**config.mk**
```make
export PLATFORM = sky130hd
export DESIGN_NAME = base64_stream_encoder
export DESIGN_NICKNAME = d
export VERILOG_FILES = /design/src/design/b64e_pkg.sv /design/src/design/b64e_front.sv /design/src/design/b64e_fifo.sv /design/src/design/b64e_back.sv /design/src/design/base64_stream_encoder.sv
export SDC_FILE = /design/constraint.sdc
export NUM_CORES = 1
export LEC_CHECK = 0
export BUFFER_PORTS_ARGS = -buffer_cell sky130_fd_sc_hd__buf_2
export CAP_MARGIN = 20
export CELL_PAD_IN_SITES_DETAIL_PLACEMENT = 1
export CELL_PAD_IN_SITES_GLOBAL_PLACEMENT = 2
export CORE_MARGIN = 4
export CORE_UTILIZATION = 34
export DETAILED_ROUTE_END_ITERATION = 12
export GPL_TIMING_DRIVEN = 0
export PLACE_DENSITY = 0.75
export SLEW_MARGIN = 0
export SYNTH_ARGS = -nofsm -noshare
export SYNTH_HDL_FRONTEND = slang
export SYNTH_SLANG_ARGS = --single-unit
export TNS_END_PERCENT = 5
```
**constraint.sdc**
```tcl
create_clock -name clock -period 3.71 [get_ports clock]
set_clock_uncertainty 0.15 [all_clocks]
set_input_delay 0.1855 -clock clock [delete_from_list [all_inputs] [get_ports clock]]
set_output_delay 0.1855 -clock clock [all_outputs]
set_load 0.005 [all_outputs]
```
**src/design/b64e_pkg.sv**
```systemverilog
package b64e_pkg;

   localparam int unsigned FIFO_DEPTH = 2;
   localparam int unsigned PTR_W      = $clog2(FIFO_DEPTH);
   localparam int unsigned CNT_W      = $clog2(FIFO_DEPTH + 1);
   localparam int unsigned MAX_CHARS  = 4;

   localparam logic [7:0] PAD_CHAR = 8'h3D;

   localparam logic VARIANT_URL = 1'b0;
   localparam logic VARIANT_STD = 1'b1;

   typedef enum logic [1:0] {
      PHASE_FIRST  = 2'd0,
      PHASE_SECOND = 2'd1,
      PHASE_THIRD  = 2'd2
   } phase_type;

   // one accepted byte, turned into its run of output characters
   typedef struct packed {
      logic [MAX_CHARS-1:0][7:0] chars;
      logic [2:0]                count;
      logic                      last;
   } entry_type;

   function automatic logic [7:0] enc_char(input logic [5:0] six, input logic variant);
      logic [7:0] wide;
      wide = {2'b00, six};
      if (six < 6'd26) begin
         enc_char = wide + 8'd65;
      end else if (six < 6'd52) begin
         enc_char = wide + 8'd71;
      end else if (six < 6'd62) begin
         enc_char = wide - 8'd4;
      end else if (six == 6'd62) begin
         enc_char = (variant == VARIANT_STD) ? 8'h2B : 8'h2D;
      end else begin
         enc_char = (variant == VARIANT_STD) ? 8'h2F : 8'h5F;
      end
   endfunction

endpackage

```
**src/design/b64e_front.sv**
```systemverilog
module b64e_front (
   input  logic                 clock,
   input  logic                 reset,
   input  logic                 variant,
   input  logic                 req_valid,
   output logic                 req_stall,
   input  logic [7:0]           req_in_byte,
   input  logic                 req_in_last,
   input  logic                 fifo_full,
   output logic                 push,
   output b64e_pkg::entry_type  push_data
);

   b64e_pkg::phase_type phase_ff, phase_in;
   logic [3:0]          carry_ff, carry_in;
   logic                accept;

   assign req_stall = fifo_full;
   assign accept    = req_valid && !fifo_full;
   assign push      = accept;

   always_comb begin
      phase_in  = phase_ff;
      carry_in  = carry_ff;
      push_data = '0;
      push_data.last = req_in_last;
      case (phase_ff)
         b64e_pkg::PHASE_SECOND: begin
            push_data.chars[0] = b64e_pkg::enc_char({carry_ff[1:0], req_in_byte[7:4]}, variant);
            push_data.count    = 3'd1;
            if (req_in_last) begin
               push_data.chars[1] = b64e_pkg::enc_char({req_in_byte[3:0], 2'b00}, variant);
               push_data.chars[2] = b64e_pkg::PAD_CHAR;
               push_data.count    = (variant == b64e_pkg::VARIANT_STD) ? 3'd3 : 3'd2;
            end
            carry_in = req_in_byte[3:0];
            phase_in = b64e_pkg::PHASE_THIRD;
         end
         b64e_pkg::PHASE_THIRD: begin
            push_data.chars[0] = b64e_pkg::enc_char({carry_ff, req_in_byte[7:6]}, variant);
            push_data.chars[1] = b64e_pkg::enc_char(req_in_byte[5:0], variant);
            push_data.count    = 3'd2;
            carry_in = 4'd0;
            phase_in = b64e_pkg::PHASE_FIRST;
         end
         default: begin
            // unused phase code behaves like the start of a group
            push_data.chars[0] = b64e_pkg::enc_char(req_in_byte[7:2], variant);
            push_data.count    = 3'd1;
            if (req_in_last) begin
               push_data.chars[1] = b64e_pkg::enc_char({req_in_byte[1:0], 4'b0000}, variant);
               push_data.chars[2] = b64e_pkg::PAD_CHAR;
               push_data.chars[3] = b64e_pkg::PAD_CHAR;
               push_data.count    = (variant == b64e_pkg::VARIANT_STD) ? 3'd4 : 3'd2;
            end
            carry_in = {2'b00, req_in_byte[1:0]};
            phase_in = b64e_pkg::PHASE_SECOND;
         end
      endcase
      if (req_in_last) begin
         phase_in = b64e_pkg::PHASE_FIRST;
         carry_in = 4'd0;
      end
   end

   always_ff @(posedge clock) begin
      if (reset) begin
         phase_ff <= b64e_pkg::PHASE_FIRST;
         carry_ff <= 4'd0;
      end else if (accept) begin
         phase_ff <= phase_in;
         carry_ff <= carry_in;
      end
   end

endmodule

```
**src/design/b64e_fifo.sv**
```systemverilog
module b64e_fifo (
   input  logic                 clock,
   input  logic                 reset,
   input  logic                 push,
   input  b64e_pkg::entry_type  push_data,
   output logic                 full,
   input  logic                 pop,
   output b64e_pkg::entry_type  pop_data,
   output logic                 empty
);

   b64e_pkg::entry_type                   store_ff [b64e_pkg::FIFO_DEPTH];
   logic [b64e_pkg::PTR_W-1:0]            wr_ptr_ff, wr_ptr_in;
   logic [b64e_pkg::PTR_W-1:0]            rd_ptr_ff, rd_ptr_in;
   logic [b64e_pkg::CNT_W-1:0]            count_ff, count_in;
   logic                                  do_push, do_pop;

   assign full     = (count_ff == b64e_pkg::CNT_W'(b64e_pkg::FIFO_DEPTH));
   assign empty    = (count_ff == '0);
   assign do_push  = push && !full;
   assign do_pop   = pop && !empty;
   assign pop_data = store_ff[rd_ptr_ff];

   always_comb begin
      wr_ptr_in = wr_ptr_ff;
      rd_ptr_in = rd_ptr_ff;
      count_in  = count_ff;
      if (do_push) begin
         wr_ptr_in = (wr_ptr_ff == b64e_pkg::PTR_W'(b64e_pkg::FIFO_DEPTH - 1))
                     ? '0 : wr_ptr_ff + 1'b1;
      end
      if (do_pop) begin
         rd_ptr_in = (rd_ptr_ff == b64e_pkg::PTR_W'(b64e_pkg::FIFO_DEPTH - 1))
                     ? '0 : rd_ptr_ff + 1'b1;
      end
      if (do_push && !do_pop) begin
         count_in = count_ff + 1'b1;
      end else if (do_pop && !do_push) begin
         count_in = count_ff - 1'b1;
      end
   end

   always_ff @(posedge clock) begin
      if (reset) begin
         wr_ptr_ff <= '0;
         rd_ptr_ff <= '0;
         count_ff  <= '0;
      end else begin
         wr_ptr_ff <= wr_ptr_in;
         rd_ptr_ff <= rd_ptr_in;
         count_ff  <= count_in;
      end
   end

   always_ff @(posedge clock) begin
      if (do_push) begin
         store_ff[wr_ptr_ff] <= push_data;
      end
   end

endmodule

```
**src/design/b64e_back.sv**
```systemverilog
module b64e_back (
   input  logic                 clock,
   input  logic                 reset,
   input  logic                 fifo_empty,
   input  b64e_pkg::entry_type  head,
   output logic                 pop,
   output logic                 rsp_valid,
   input  logic                 rsp_stall,
   output logic [7:0]           rsp_out_char,
   output logic                 rsp_out_last
);

   logic [1:0] idx_ff, idx_in;
   logic       valid_ff, valid_in;
   logic [7:0] char_ff, char_in;
   logic       last_ff, last_in;
   logic       load, final_char;

   // output register frees up when empty or when its transaction completes
   assign load       = !fifo_empty && (!valid_ff || !rsp_stall);
   assign final_char = ({1'b0, idx_ff} == (head.count - 3'd1));
   assign pop        = load && final_char;

   always_comb begin
      idx_in   = idx_ff;
      valid_in = valid_ff;
      char_in  = char_ff;
      last_in  = last_ff;
      if (valid_ff && !rsp_stall) begin
         valid_in = 1'b0;
      end
      if (load) begin
         valid_in = 1'b1;
         char_in  = head.chars[idx_ff];
         last_in  = head.last && final_char;
         idx_in   = final_char ? 2'd0 : idx_ff + 2'd1;
      end
   end

   always_ff @(posedge clock) begin
      if (reset) begin
         idx_ff   <= 2'd0;
         valid_ff <= 1'b0;
      end else begin
         idx_ff   <= idx_in;
         valid_ff <= valid_in;
      end
   end

   always_ff @(posedge clock) begin
      char_ff <= char_in;
      last_ff <= last_in;
   end

   assign rsp_valid    = valid_ff;
   assign rsp_out_char = char_ff;
   assign rsp_out_last = last_ff;

endmodule

```
**src/design/base64_stream_encoder.sv**
```systemverilog
// Streaming base64 encoder: one raw byte per request transaction, one ASCII
// character per response transaction, the final character of a message
// flagged by rsp_out_last. The csr bit picks the URL-safe alphabet with no
// padding (0, reset value) or the standard alphabet with '=' padding (1);
// write it only while no transaction is in flight. It applies to every byte
// accepted after the write, in the middle of a message too. The front end
// maps each byte to its run of one to four characters and queues it in a
// two-entry buffer. The back end sends one character per cycle from its
// output register while the receiver does not stall, so a byte yields one or
// two characters (four characters for a three-byte group) and a final byte up
// to four. A request's first character passes through the buffer entry and
// then the output register.
module base64_stream_encoder (
   input  logic       clock,
   input  logic       reset,
   input  logic       csr_wr_en,
   input  logic       csr_wr_data,
   input  logic       req_valid,
   output logic       req_stall,
   input  logic [7:0] req_in_byte,
   input  logic       req_in_last,
   output logic       rsp_valid,
   input  logic       rsp_stall,
   output logic [7:0] rsp_out_char,
   output logic       rsp_out_last
);

   logic                variant_ff;
   logic                fifo_full, fifo_empty, push, pop;
   b64e_pkg::entry_type push_data, head;

   always_ff @(posedge clock) begin
      if (reset) begin
         variant_ff <= b64e_pkg::VARIANT_URL;
      end else if (csr_wr_en) begin
         variant_ff <= csr_wr_data;
      end
   end

   b64e_front u_front (
      .clock       (clock),
      .reset       (reset),
      .variant     (variant_ff),
      .req_valid   (req_valid),
      .req_stall   (req_stall),
      .req_in_byte (req_in_byte),
      .req_in_last (req_in_last),
      .fifo_full   (fifo_full),
      .push        (push),
      .push_data   (push_data)
   );

   b64e_fifo u_fifo (
      .clock     (clock),
      .reset     (reset),
      .push      (push),
      .push_data (push_data),
      .full      (fifo_full),
      .pop       (pop),
      .pop_data  (head),
      .empty     (fifo_empty)
   );

   b64e_back u_back (
      .clock        (clock),
      .reset        (reset),
      .fifo_empty   (fifo_empty),
      .head         (head),
      .pop          (pop),
      .rsp_valid    (rsp_valid),
      .rsp_stall    (rsp_stall),
      .rsp_out_char (rsp_out_char),
      .rsp_out_last (rsp_out_last)
   );

endmodule

```
# After elaboration in Yosys (flattened, before gate mapping)
# Memory sizes are Yosys's and may differ from the RTL's. A register that Yosys moved wholly into a read port is not among the register bits.
# Cells that the tools add are included.
[totals] inputBits=15 latch_bits=0 regBits=23 ram_bits=68 rom_bits=0 mem_count=1
[mem_list] memory="u_fifo.store_ff" words=2 width=34 read_ports=1 rd_clocked_by_memory_dff=1 wr=1 line="b64e_fifo.sv:12" text="b64e_pkg::entry_type store_ff [b64e_pkg::FIFO_DEPTH];"
[classes] reduce_logical=20 mux=50 n_div=0 mul=0 n_lt_le_gt_ge=19 bitwise=0 n_eq_ne=8 shift=0 addsub=24
[ops] cell="two-way mux 8 bit" n=23
[ops] cell="adder 6 x 7 -> 8 bit, second input constant" n=12
[ops] cell="< comparator 6 bit, second input constant" n=12
[ops] cell="subtractor 6 x 3 -> 7 bit, second input constant" n=6
[ops] cell="one-hot mux 19 bit (2 select lines)" n=1
[ops] cell="< comparator 6 x 5 -> 1 bit, second input constant" n=6
[ops] cell="equality test 6 bit, second input constant" n=4
[ops] cell="two-way mux 22 bit" n=1
[ops] cell="binary-select mux 8 bit (select 2 bit)" n=1
[ops] cell="one-hot mux 8 bit (2 select lines)" n=1
[ops] cell="two-way mux 14 bit" n=1
[ops] cell="two-way mux 3 bit" n=4
[ops] cell="logical AND 1 bit" n=9
[ops] cell="two-way mux 1 bit" n=9
[ops] cell="two-way mux 2 bit" n=4
[ops] cell="one-hot mux 4 bit (2 select lines)" n=1
[ops] cell="two-way mux 7 bit" n=1
[ops] cell="logical NOT 1 bit" n=6
[ops] cell="two-way mux 6 bit" n=1
[ops] cell="adder 2 x 1 -> 2 bit, second input constant" n=2
[ops] cell="equality test 2 bit, second input constant" n=2
[ops] cell="two-way mux 4 bit" n=1
[ops] cell="one-hot mux 2 bit (2 select lines)" n=1
[ops] cell="nonzero test 2 bit" n=2
[ops] cell="9 further kinds" n=10

# Longest topological paths before layout
[logic_depth] word_depth=8 mapped_depth=12 depth_no_buf=10

# Cells and area by module
# From an unflattened synthesis, not the netlist that was laid out.
[unflattened] cells_unflattened=580 hier_area_um2=6069.6
[by_module_without_submodules] module="b64e_fifo" seq_area_each_um2=2262.2 cells_per_inst=137 n_inst=1 area_each_um2=2807.7
[by_module_without_submodules] module="b64e_front" seq_area_each_um2=120.1 cells_per_inst=398 n_inst=1 area_each_um2=2557.5
[by_module_without_submodules] module="b64e_back" seq_area_each_um2=330.3 cells_per_inst=42 n_inst=1 area_each_um2=670.6
[by_module_without_submodules] module="base64_stream_encoder" seq_area_each_um2=20.0 cells_per_inst=3 n_inst=1 area_each_um2=33.8

# Worst setup path before layout
# No wires, ideal clock.
[synth_path] path_kind="reg2reg" from="register (tool-made name)" to="register u_fifo.count_ff[1] (netlist name)" path_buffers=2 arrival_time_ns=2.354 path_slack_ns=1.136 required_time_ns=3.490 setup_ns=0.070 path_stages_with_launch=12 period_less_slack_ns=2.574 cell_sequence="dfxtp_1 > buf_2 > buf_2 > mux2i_1 > ha_1 > xor2_1 > nand3_1 > nor2_1 > inv_1 > ha_1 > or3_1 > a21oi_1"
[synth_lines] element="to (signal assigned)" line="b64e_fifo.sv:51" text="count_ff <= count_in;"
[synth_lines] element="to (decl)" line="b64e_fifo.sv:15" text="logic [b64e_pkg::CNT_W-1:0] count_ff, count_in;"

==> metrics.txt <==
I/O pin count=26; Cell Chain, Critical Path=buf_2 -> buf_2 -> mux2i_1 -> ha_1 -> xor2_1 -> nand3_1 -> nor2_1 -> inv_1 -> ha_1 -> or3_1 -> a21oi_1; PortBufs=25; Setup crit start kind=flip-flop; largest family of logic cells by synthesized area=compound AO/OA/AOI/OAI gates; Clk pwr share=0.298; global-route wire length before repair=24.4 mm; share of cells above drive strength 1=0.165; Min-Delay Path Class=input port to flip-flop; Num CTS Buffers=9; largest cells by area after synthesis=edfxtp_1, ha_1, dfxtp_1, mux4_2, o21ai_0; Post-Place Setup Slack=555 ps; First DRT Iteration DRCs=242; setup ws final=approximately 600 ps; Layout Nets=580; Lkg Pwr=a little over 2 nW; Synth Warn #=0; WL final=about 15 mm; Worst path slowest cell=or3_1; global-route usage over all layers=0.193; TritonCTS clock tree=built; CTS Buffer Depth=2; clock-pin slew on the worst setup and hold paths=60 ps; final design utilization=0.400; register area share after synthesis=0.394; synth unique cells=73; outcome=completed; final hold vios=0; Core ar.=about 14000 sq um; setup TNS=0 ps; Largest stage delay, worst path=360 ps; count of pins over their slew limit=0; RSZ-0062 raised after global routing=no; Sw Pwr=0.932 mW; Crit Path Category=flip-flop to flip-flop; Hold WS=239 ps; average wire per standard cell=20.9 um; Max-Cap Viols=0; latest clock arrival within the worst-skew pair=340 ps; htree depth=3; power share of the combinational group=0.312; DRC=0; mapped cell area=a little under 5000 sq um; CP Max Fanout=10; Clock Sinks=68; mux share of post-synthesis cell area=0.0646; period utilization=0.836; diode count=0; pwr dens=521 nW/um^2; Vias=4157; syn avg cell area=around 9.7 sq um; initial antenna violation count=0; area growth from synthesis to layout=15.6%; HPWL after DPL=11.3 mm; Simple-Gate Fraction of Synth Area=0.165; total nets after synthesis=537; commonest non-fill, non-tap cell in the layout=edfxtp_1; Congestion Overflow GR=0; Synth top area share=0.332; worst vdd ir=0.225 mV; CP Data Arrival Time=between 3000 and 4000 ps; largest area contributor in the netlist=edfxtp_1; CP Capture Type=flip-flop; total power=2.89 mW; min-delay src=req_valid; Detail Route Antenna Nets=0; Post-Synthesis Cells=~500; setup repair bufs after CTS=0; number of global-route vias before repair=about 4400; most frequent cells in the layout=edfxtp_1, buf_2, o21ai_0, nor2_1; Least-Margin Pin Slew=between 800 and 900 ps; Worst slew margin=0.431; largest net degree at the start of global routing=20; Starting Density=0.346; CTS Root Cell=clkbuf_16; min cycle time layout=3100 ps; Synth Area in Compound Gates=0.210; switching part of the total power=0.322; Synth Area in XOR/XNOR=0.0292; Pint=1.96 mW; Yosys reg bits=68; Filler cells=1595; Detailed Routing Iterations Pass 1=4; Vias/cell=5.73; CP required=about 3800 ps; chip width=127 um; Post-synth EDFFs=53; Async SR Flop Fraction=0; Primary FF master, synth=edfxtp_1; die footprint=16100 sq um; Chip Height=127 um; # setup viols final=0; sequential share of power=0.390; Sequential Area=approximately 1900 sq um; Multi-input gate area=2570 sq um; row count=43; max frequency=roughly 320 MHz; placer congestion estimate=0.885; Adder-Cell Fraction of Synth Area=0.0652
-- per-layer routing --
layer | GRT usage | routed length [um] | vias up
li1 | - | - | 1960
met1 | 0.247 | 6590 | 2087
met2 | 0.341 | 7720 | 93
met3 | 0.0185 | 510 | 17
met4 | 0.0675 | 308 | 0
met5 | 0 | 0 | -
-- sequential cells by signal, indices dropped and copies added, names as in the netlist, named ones only --
signal	cells
u_fifo.wr_ptr_ff	1
u_back.rsp_out_char	8
u_front.phase_ff	2
u_back.idx_ff	2
u_front.carry_ff	4
u_fifo.rd_ptr_ff	1
u_fifo.count_ff	2
u_back.rsp_out_last	1
u_fifo.store_ff	44
u_back.rsp_valid	1
variant_ff	1
-- cell usage after synthesis (3+ instances only) --
cell	count
nor2b_1	9
nand2b_1	11
xnor2_1	9
buf_2	13
a32oi_1	4
o21ai_0	35
nor2_1	37
xor2_1	7
or3_1	4
a31oi_1	8
o211ai_1	6
nand3_1	19
dfxtp_1	15
nor4_1	4
a41oi_1	6
and3_1	3
nand4_1	7
clkbuf_1	15
mux2i_1	7
mux4_2	9
a211oi_1	7
and2_1	4
o31a_1	4
a22oi_1	4
inv_1	31
a21o_1	4
a21o_2	3
nand2_1	31
o22ai_1	3
nor3_1	15
a21oi_1	28
clkbuf_8	6
edfxtp_1	53
ha_1	25
o31ai_1	3
-- worst max-delay path, delay by kind of cell (launching register included) --
family | cells | cell delay (ps)
simple gates | 3 | 670
fa+ha+maj | 2 | 640
compound gates | 1 | 150
flops | 1 | 300
xor+xnor | 1 | 190
buf+inv | 3 | 620
mux | 1 | 310
-- repair_timing --
item | in CTS | in global routing
resized for setup | 0 | 0
endpoints found under the hold margin | 8 | 0
hold buffers | 5 | 0
-- kinds of logic after synthesis --
| kind of cell | Yosys count |
|---|---|
| adder cells (fa/ha/maj) | 25 |
| XOR/XNOR | 16 |
| buffers and inverters | 67 |
| AO/OA/AOI/OAI | 146 |
| AND/OR/NAND/NOR | 156 |
| multiplexers | 19 |
| flip-flops | 68 |
-- power by group through the flow --
| stage | registers, mW | clock network (mW) | logic (mW) |
|---|---|---|---|
| CTS | 1.13 | 0.880 | 0.915 |
| detailed placement | 1.14 | 0 | 0.895 |
| floorplan | 1.14 | 0 | 0.593 |
| global placement | 1.14 | 0 | 0.844 |
| finish | 1.13 | 0.861 | 0.903 |
| global route | 1.15 | 0.914 | 1.00 |
-- area by class of cell --
type | count | share of cell area
tap | 180 | 0.0406
buffer | 36 | 0.0408
clock inverter | 5 | 0.00654
inverter | 31 | 0.0210
sequential | 68 | 0.341
multi-input combinational | 362 | 0.463
timing repair buffer | 32 | 0.0370
clock buffer | 11 | 0.0496
-- final timing paths --
kind | endpoint | slack [ps] | depth (start not counted)
max | u_fifo.count_ff[1]$_SDFFE_PP0P_ | 610 | 11
min | u_front.carry_ff[2]$_SDFFE_PP0P_ | 240 | 4
max reg2reg | u_fifo.count_ff[1]$_SDFFE_PP0P_ | 610 | 11
min reg2reg | u_back.rsp_valid$_SDFFE_PP0P_ | 340 | 2
-- through the flow --
step	cell area, sq um	cells
after floorplan	4800	497
after global placement	5150	702
after detailed placement	5190	704
after CTS	5550	725
after global routing	5550	725
final	5550	725
Note: power is estimated with default switching activity, not from simulation.
